--- src/stif_pkg.sv ---
`timescale 1ns / 1ps
`default_nettype none

package stif_pkg;

  // Table size and the widths that follow from it.
  localparam int TABLE_DEPTH = 16;
  localparam int IDX_W       = (TABLE_DEPTH > 1) ? $clog2(TABLE_DEPTH) : 1;
  localparam int CNT_W       = $clog2(TABLE_DEPTH + 1);

  // Fixed widths of the item fields.
  localparam int VALUE_W     = 64;
  localparam int POS_W       = 4;
  localparam int COUNT_OUT_W = 5;

  // Operation codes of the kind field.
  localparam logic KIND_INSERT = 1'b0;
  localparam logic KIND_FIND   = 1'b1;

  typedef enum logic [1:0] {
    ST_IDLE,
    ST_SCAN,
    ST_PLACE,
    ST_DONE
  } state_t;

endpackage

`default_nettype wire

--- src/sorted_table_insert_find_core.sv ---
`timescale 1ns / 1ps
`default_nettype none

// Channel  Direction  Handshake            Payload
// in_      input      in_valid/in_stall    in_kind, in_value
// out_     output     out_valid/out_stall  out_found, out_position, out_refused,
//                                          out_entry_count
//
// Entries live in one synchronous RAM with one write and one read port.
// A find reads upward from index 0 and stops at the first match; an insert reads downward
// from the last entry, moving each larger entry up one slot. An insert that lands at the front
// writes index 0 in ST_PLACE; full and empty cases go from ST_IDLE straight to ST_DONE.
// Reset clears the entry count and control only. A new item is taken while the previous
// result waits on out_stall; the next result then holds in ST_DONE until the register frees.

module sorted_table_insert_find_core
  import stif_pkg::*;
(
  input  wire logic                   clk,
  input  wire logic                   rst_n,

  input  wire logic                   in_valid,
  output logic                        in_stall,
  input  wire logic                   in_kind,
  input  wire logic [VALUE_W-1:0]     in_value,

  output logic                        out_valid,
  input  wire logic                   out_stall,
  output logic                        out_found,
  output logic [POS_W-1:0]            out_position,
  output logic                        out_refused,
  output logic [COUNT_OUT_W-1:0]      out_entry_count
);

  logic [VALUE_W-1:0] mem [TABLE_DEPTH];
  logic [VALUE_W-1:0] rd_data_r;

  state_t             state_r, state_nxt;
  logic               kind_r;
  logic [VALUE_W-1:0] value_r;
  logic [IDX_W-1:0]   idx_r, idx_nxt;
  logic [CNT_W-1:0]   count_r, count_nxt;
  logic               res_found_r, res_found_nxt;
  logic [IDX_W-1:0]   res_pos_r, res_pos_nxt;
  logic               res_refused_r, res_refused_nxt;

  logic               out_valid_r, out_valid_nxt;
  logic               out_found_r;
  logic [IDX_W-1:0]   out_pos_r;
  logic               out_refused_r;
  logic [CNT_W-1:0]   out_count_r;

  logic               in_take;
  logic               out_load;
  logic               rd_en;
  logic [IDX_W-1:0]   rd_addr;
  logic               wr_en;
  logic [IDX_W-1:0]   wr_addr;
  logic [VALUE_W-1:0] wr_data;
  logic [IDX_W-1:0]   last_idx;
  logic               full;

  assign in_stall = (state_r != ST_IDLE);
  assign in_take  = in_valid && !in_stall;
  assign last_idx = IDX_W'(count_r - CNT_W'(1));
  assign full     = (count_r == CNT_W'(TABLE_DEPTH));

  always_ff @(posedge clk) begin
    if (wr_en) begin
      mem[wr_addr] <= wr_data;
    end
    if (rd_en) begin
      rd_data_r <= mem[rd_addr];
    end
  end

  always_comb begin
    state_nxt       = state_r;
    idx_nxt         = idx_r;
    count_nxt       = count_r;
    res_found_nxt   = res_found_r;
    res_pos_nxt     = res_pos_r;
    res_refused_nxt = res_refused_r;
    rd_en           = 1'b0;
    rd_addr         = idx_r;
    wr_en           = 1'b0;
    wr_addr         = idx_r;
    wr_data         = value_r;
    out_load        = 1'b0;

    unique case (state_r)
      ST_IDLE: begin
        if (in_take) begin
          res_found_nxt   = 1'b0;
          res_pos_nxt     = '0;
          res_refused_nxt = 1'b0;
          if (in_kind == KIND_INSERT) begin
            if (full) begin
              res_refused_nxt = 1'b1;
              state_nxt       = ST_DONE;
            end else if (count_r == '0) begin
              wr_en     = 1'b1;
              wr_addr   = '0;
              wr_data   = in_value;
              count_nxt = count_r + CNT_W'(1);
              state_nxt = ST_DONE;
            end else begin
              // Walk down from the last entry.
              rd_en     = 1'b1;
              rd_addr   = last_idx;
              idx_nxt   = last_idx;
              state_nxt = ST_SCAN;
            end
          end else begin
            if (count_r == '0) begin
              state_nxt = ST_DONE;
            end else begin
              rd_en     = 1'b1;
              rd_addr   = '0;
              idx_nxt   = '0;
              state_nxt = ST_SCAN;
            end
          end
        end
      end

      ST_SCAN: begin
        if (kind_r == KIND_INSERT) begin
          if (value_r < rd_data_r) begin
            // Move the larger entry up one slot; the slot below, if any, is read next.
            wr_en   = 1'b1;
            wr_addr = idx_r + IDX_W'(1);
            wr_data = rd_data_r;
            if (idx_r == '0) begin
              state_nxt = ST_PLACE;
            end else begin
              rd_en   = 1'b1;
              rd_addr = idx_r - IDX_W'(1);
              idx_nxt = idx_r - IDX_W'(1);
            end
          end else begin
            wr_en     = 1'b1;
            wr_addr   = idx_r + IDX_W'(1);
            wr_data   = value_r;
            count_nxt = count_r + CNT_W'(1);
            state_nxt = ST_DONE;
          end
        end else begin
          if (rd_data_r == value_r) begin
            res_found_nxt = 1'b1;
            res_pos_nxt   = idx_r;
            state_nxt     = ST_DONE;
          end else if (idx_r == last_idx) begin
            state_nxt = ST_DONE;
          end else begin
            rd_en   = 1'b1;
            rd_addr = idx_r + IDX_W'(1);
            idx_nxt = idx_r + IDX_W'(1);
          end
        end
      end

      ST_PLACE: begin
        wr_en     = 1'b1;
        wr_addr   = '0;
        wr_data   = value_r;
        count_nxt = count_r + CNT_W'(1);
        state_nxt = ST_DONE;
      end

      ST_DONE: begin
        if (!out_valid_r || !out_stall) begin
          out_load  = 1'b1;
          state_nxt = ST_IDLE;
        end
      end

      default: begin
        state_nxt = ST_IDLE;
      end
    endcase
  end

  always_comb begin
    out_valid_nxt = out_valid_r;
    if (out_load) begin
      out_valid_nxt = 1'b1;
    end else if (out_valid_r && !out_stall) begin
      out_valid_nxt = 1'b0;
    end
  end

  always_ff @(posedge clk) begin
    if (!rst_n) begin
      state_r     <= ST_IDLE;
      count_r     <= '0;
      out_valid_r <= 1'b0;
    end else begin
      state_r     <= state_nxt;
      count_r     <= count_nxt;
      out_valid_r <= out_valid_nxt;
    end
  end

  always_ff @(posedge clk) begin
    if (in_take) begin
      kind_r  <= in_kind;
      value_r <= in_value;
    end
    idx_r         <= idx_nxt;
    res_found_r   <= res_found_nxt;
    res_pos_r     <= res_pos_nxt;
    res_refused_r <= res_refused_nxt;
    if (out_load) begin
      out_found_r   <= res_found_r;
      out_pos_r     <= res_pos_r;
      out_refused_r <= res_refused_r;
      out_count_r   <= count_r;
    end
  end

  assign out_valid       = out_valid_r;
  assign out_found       = out_found_r;
  assign out_position    = POS_W'(out_pos_r);
  assign out_refused     = out_refused_r;
  assign out_entry_count = COUNT_OUT_W'(out_count_r);

endmodule

`default_nettype wire
--- config.mk ---
export PLATFORM = sky130hd
export DESIGN_NAME = sorted_table_insert_find_core
export DESIGN_NICKNAME = d
export VERILOG_FILES = /design/src/stif_pkg.sv /design/src/sorted_table_insert_find_core.sv
export SDC_FILE = /design/constraint.sdc
export NUM_CORES = 2
export LEC_CHECK = 0
export ABC_AREA = 1
export BUFFER_PORTS_ARGS = -buffer_cell sky130_fd_sc_hd__buf_2
export CORE_MARGIN = 2
export CORE_UTILIZATION = 40
export CTS_BUF_LIST = sky130_fd_sc_hd__clkbuf_16
export CTS_CLUSTER_SIZE = 12
export DETAILED_ROUTE_END_ITERATION = 8
export PLACE_DENSITY_LB_ADDON = 0.15
export SKIP_CTS_REPAIR_TIMING = 1
export SLEW_MARGIN = 40
export SYNTH_ARGS = -nofsm -noshare
export SYNTH_HDL_FRONTEND = slang
export SYNTH_SLANG_ARGS = --single-unit
--- constraint.sdc ---
create_clock -name clk -period 5.6 [get_ports clk]
set_input_delay 0.28 -clock clk [delete_from_list [all_inputs] [get_ports clk]]
set_output_delay 0.28 -clock clk [all_outputs]
set_load 0.02 [all_outputs]
=== Word level (Yosys, flattened, before mapping) ===
Memory sizes are Yosys's and may differ from the RTL's. A register that Yosys moved wholly into a read port is not among the register bits.
Cells that the tools add are included.

* Add/subtract/negate cells: 4
* Multipliers: 0
* Div/mod/pow operators: 0
* Magnitude comparators: 1
* Equal/unequal tests: 17
* Shift-type cells: 0
* Mux-type cells: 73
* Bitwise gates (word level): 0
* Reductions and logical operators: 17

{| class="wikitable"
|+ Operators by type and width
! kind !! count
|-
| 64-bit 2-to-1 mux || 6
|-
| 64-bit case mux with 2 select lines || 1
|-
| 4-bit 2-to-1 mux || 18
|-
| 64-bit equality test || 1
|-
| 64-bit less-than comparator || 1
|-
| 5-bit 2-to-1 mux || 6
|-
| 1-bit 2-to-1 mux || 24
|-
| 2-bit 2-to-1 mux || 10
|-
| 2-bit inequality test, second input constant || 9
|-
| 4-bit case mux with 2 select lines || 2
|-
| 5-bit case mux with 3 select lines || 1
|-
| 4-bit case mux with 3 select lines || 1
|-
| 4-bit inequality test, second input constant || 2
|-
| 2-bit case mux with 4 select lines || 1
|-
| 4-bit AND reduction || 2
|-
| 4-bit by 1-bit subtractor with 4-bit output, second input constant || 2
|-
| 7-bit AND reduction || 1
|-
| 2-bit nonzero test || 3
|-
| 5-bit by 1-bit adder with 5-bit output, second input constant || 1
|-
| 5-bit equality test, second input constant || 1
|-
| 5-bit zero test || 1
|-
| 4-bit by 1-bit adder with 4-bit output, second input constant || 1
|-
| 2-bit equality test, second input constant || 2
|-
| 4-bit equality test || 1
|-
| 10 further kinds || 14
|}

* Register bits after elaboration: 94
* Bits in latches: 0
* RAM bits: 1024
* Memory bits (read-only): 0
* Output and inout port bits: 13
* Word-level logic and storage cells: 126
* Memories kept: 1

{| class="wikitable"
|+ Memories
! name !! words !! width !! read ports !! clocked after Yosys merged registers in !! write ports !! RTL line !! source
|-
| mem || 16 || 64 || 1 || 1 || 1 || sorted_table_insert_find_core.sv:35 || <nowiki>logic [VALUE_W-1:0] mem [TABLE_DEPTH];</nowiki>
|}

=== Logic depth before layout (Yosys ltp) ===
* Depth after elaboration: 8
* Mapped depth: 26
* Gate-level depth less buffers: 24

=== Worst setup path after synthesis ===
Ideal clock, no wire load.

* Kind: register to register
* From: register state_r[0]
* To: memory mem[14][0] (enable)
* Library setup time: 0.487 ns
* Data arrival time: 4.573 ns
* Data required time: 5.113 ns
* Setup slack: 0.541 ns
* Cell stages (with the launch flop): 10
* Clock period less this slack: 5.059 ns
* Cell sequence: dfxtp_1 -> inv_1 -> ha_1 -> clkinv_1 -> nor2_1 -> clkbuf_1 -> nor2_1 -> o21ai_0 -> nand2_1 -> nor2_1

* Word-level cells in the longest chain between the ends: 7
* Elaborated cells between the ends (all ways): 12
* Those cells by class: eq/ne (2); mux (6); reduce/logical (4)

{| class="wikitable"
|+ Ends and longest elaborated chain
! element !! RTL line !! source
|-
| start: declaration || sorted_table_insert_find_core.sv:38 || <nowiki>state_t state_r, state_nxt;</nowiki>
|-
| start signal: assignment || sorted_table_insert_find_core.sv:199 || <nowiki>state_r <= state_nxt;</nowiki>
|-
| 2-bit nonzero test (*) || sorted_table_insert_find_core.sv:63 || <nowiki>assign in_stall = (state_r != ST_IDLE);</nowiki>
|-
| named net in_stall || sorted_table_insert_find_core.sv:23 || <nowiki>output logic in_stall,</nowiki>
|-
| 1-bit zero test (*) || sorted_table_insert_find_core.sv:64 || <nowiki>assign in_take = in_valid && !in_stall;</nowiki>
|-
| 1-bit logical AND (*) || sorted_table_insert_find_core.sv:64 ||
|-
| 1-bit 2-to-1 mux || sorted_table_insert_find_core.sv:93 || <nowiki>if (in_take) begin</nowiki>
|-
| 1-bit case mux with 3 select lines || sorted_table_insert_find_core.sv:91 || <nowiki>unique case (state_r)</nowiki>
|-
| 1-bit 2-to-1 mux || sorted_table_insert_find_core.sv:69 || <nowiki>if (wr_en) begin</nowiki>
|-
| 1-bit 2-to-1 mux (not written as such) || sorted_table_insert_find_core.sv:70 || <nowiki>mem[wr_addr] <= wr_data;</nowiki>
|-
| end: declaration || sorted_table_insert_find_core.sv:35 ||
|}

The timed path passes the listed nets; every way through them passes the cells marked *.

=== Final worst setup path ===
* From: register rd_data_r[30] (read register of mem)
* To: register rd_data_r[29] (read register of mem), data pin

* Word-level cells in the longest chain between the ends: 4
* Elaborated cells between the ends (all ways): 10
* Those cells by class: order compare (1); eq/ne (1); mux (8)

{| class="wikitable"
|+ Ends and longest elaborated chain
! element !! RTL line !! source
|-
| start: declaration || sorted_table_insert_find_core.sv:36 || <nowiki>logic [VALUE_W-1:0] rd_data_r;</nowiki>
|-
| 64-bit less-than comparator or 64-bit equality test (tied branches) || sorted_table_insert_find_core.sv:129, sorted_table_insert_find_core.sv:149 ||
|-
| 4-bit 2-to-1 mux, or another cell as far along || -- ||
|-
| 4-bit 2-to-1 mux or 1-bit 2-to-1 mux (tied branches) || -- ||
|-
| 4-bit case mux with 2 select lines or 1-bit case mux with 2 select lines (tied branches) || sorted_table_insert_find_core.sv:91 ||
|}

Several ways; a longest one is shown, not always the timed one.
A chain may end at the register's enable or synchronous reset.

==> results.toml <==
[setup_path]
critPathBufInv = 3
cp_common_cell = "nand2_1"
cpPeakStageDelay_ns = 0.51
critPathCaptureType = "register"
path_depth = 20
r2r_slack_ns = 1.00
rr_endpoint = "rd_data_r[29]$_DFFE_PP_"
arrival_ns = 5.12
worstSetupPathType = "register to register"
timing.critical_path.cells = "inv_1 > ha_1 > nand2_1 > nor3_1 > nand2_1 > nor2_1 > nand2_1 > nand2_2 > inv_2 > nand2_1 > nand2_1 > nand2_1 > nand2_8 > nand2_8 > buf_12 > nand2_1 > nand3_1 > nand3_1 > nand3_1 > nand2_1"
crit_required_ns = 6.13
reg2reg_depth = 20
r2r_start = "rd_data_r[30]$_DFFE_PP_"
critPathMaxFanout = 50
cp_top_family = "simple AND/OR/NAND/NOR gates"
cp-endpoint = "rd_data_r[29]$_DFFE_PP_"
critPathLaunchType = "register"
critPathLaunch = "rd_data_r[30]$_DFFE_PP_"
crit_slowest_cell = "nor3_1"

[route]
avgViaCountPerCell = 5.30
wire_per_inst_um = 22.5
drc = 0
drt_pass1_iterations = 5
routed_wl_um = 160000
ant_nets = 0
drt_first_iter_violations = 3696
vias = 37800

[sta]
rsz0062_at_grt = "false"
finClkSkew_ns = 0.0308
worst_hold_slack_ns = 0.192
final.min_clock_period_ns = 4.60
maxSlewViolCount = 0
fmax_mhz = 218
final-hold-violation-count = 0
setup_viol = 0
tns_ns = 0
worstMarginPinSlew_ns = 0.889
period_share_pct = 82.1
slew_headroom_pct = 40.7

[synth]
synth_async_sr_flop_share_pct = 0
synth_top_cell_by_area = "edfxtp_1"
yosysTopAreaCellShare_pct = 64.9
yosys.cell_types.count = 41
synth_edf_count = 1170
synthCells = 5085
seq_area_frac_synth_pct = 65.3
syn_area_um2 = 54200
syn_nets = 5226
synth_ff_type = "edfxtp_1"
synthTopCellsByArea = "edfxtp_1 65%, nand3_1 11%, inv_1 6.2%"
yosys_warnings = 0
synth-seq-cells = 1182
syn_area_per_cell_um2 = 10.7

[layout]
drive_gt1_share_pct = 9.03
layout_commonest_cell = "nand3_1"
area_growth_pct = 14.7
fin_nets = 5373
final_cell_mix = "1,177 x nand3_1, 1,170 x edfxtp_1, 922 x inv_1"
antennaDiodeCount = 0

[global_route]
grtUsageMet3_pct = 3.98
grt.total_usage_pct = 23.0
grt_antenna_before_repair = 1
globalRouteMet1Util_pct = 32.9
busiest_layer = "met2"
grt_pass1_wl_um = 235000
grt_start_max_net_pins = 158
use_met2_pct = 35.6
grt.overflow.total = 0
grt_pass1_vias = 35200

[floorplan]
pin_count = 82
die_h_um = 372
core-area_um2 = 135000
rows = 135
die-area_um2 = 138000
die_x_um = 372
initial_utilization_pct = 40.1

[clock_network]
cts_tree = "yes"
cts.sinks = 1182
htree_levels = 4
clock_path_buffers = 3
cts_root_buffer = "clkbuf_16"
insertion_delay_ns = 0.78
cts.clk_slew.worst_paths_ns = 0.06
cts_buffers = 133

[worst_hold_path]
hp-class = "input port to register"

[place]
finalWeightedCongestion = 0.815
port_buffers = 81
dp_hpwl_um = 80900

[job]
maxCapViolations = 0

[outcome]
status = "finished clean"
## metrics by stage
stage	instance area [um^2]	setup slack (ns)	std cells	util, %
floorplan	54200	0.541	5085	-
global placement	57200	0.989	6792	42.4
detailed placement	57400	1.03	6810	42.5
CTS	61400	1.01	7053	45.5
global route	62100	0.750	7121	46.0
finish	62100	1.00	7121	46.0
## flip-flops by register name, summed over array words and instances (netlist names), 4 cells and up
name / count
count_r: 5
idx_r: 4
mem: 1024
out_entry_count: 5
out_position: 4
rd_data_r: 64
res_pos_r: 4
value_r: 64
## cell type report
cell class	instances	area, um^2
fillers	12400	72800
flip-flops and latches	1182	35400
multi-input cells	2694	14100
clock buffers	139	3480
inverters	898	3380
repair buffers	323	3040
well taps	1781	2230
clock inverters	104	557
## how the worst min path moves through the flow
stage,from,end,slack [ns],depth (start not counted)
after CTS,in_value[39],value_r[39]$_DFFE_PP_,-0.35,1
after floorplan,in_kind,kind_r$_DFFE_PP_,0.38,0
final,in_valid,res_pos_r[3]$_SDFFCE_PN0P_,0.19,4
after detailed placement,res_pos_r[3]$_SDFFCE_PN0P_,out_position[3]$_DFFE_PP_,0.41,0
after global routing,in_valid,res_pos_r[1]$_SDFFCE_PN0P_,0.19,4
after global placement,res_pos_r[3]$_SDFFCE_PN0P_,out_position[3]$_DFFE_PP_,0.40,0
## synth_stat cells (38+ instances only)
library cell	number
nand3_1	1178
edfxtp_1	1170
inv_1	888
nand2_1	770
nand3b_1	256
buf_2	154
o21ai_0	140
nor2_1	120
clkbuf_1	105
ha_1	72
o211ai_1	66
a21oi_1	38
## cells by family (layout without fill, tap and decap cells)
kind of cell / after synthesis / in the layout / synth area share, %
buffers and inverters: 1209 / 1464 / 9.16
AOI/OAI and AO/OA: 268 / 268 / 2.87
xor gates and xnor gates: 7 / 7 / 0.113
and+or+nand+nor: 2347 / 2347 / 20.9
adders and majority gates: 72 / 72 / 1.66
DFF: 1182 / 1182 / 65.3
## worst min-delay path, delay by kind of cell
kind | cells | cell delay (ns)
compound gates | 1 | 0.07
buf+inv | 2 | 0.29
simple gates | 1 | 0.13
## metal layers
metal | part of all wire (%) | vias to the layer above | routed length [um]
met3 | 7.1 | 257 | 11400
met5 | 0 | - | 0
li1 | - | 17600 | -
met4 | 2.6 | 0 | 4220
met2 | 45 | 1354 | 72100
met1 | 45 | 18600 | 72300
Power is not shown: default switching activity piles up to over one toggle a cycle in this logic, so the estimate is an artifact.
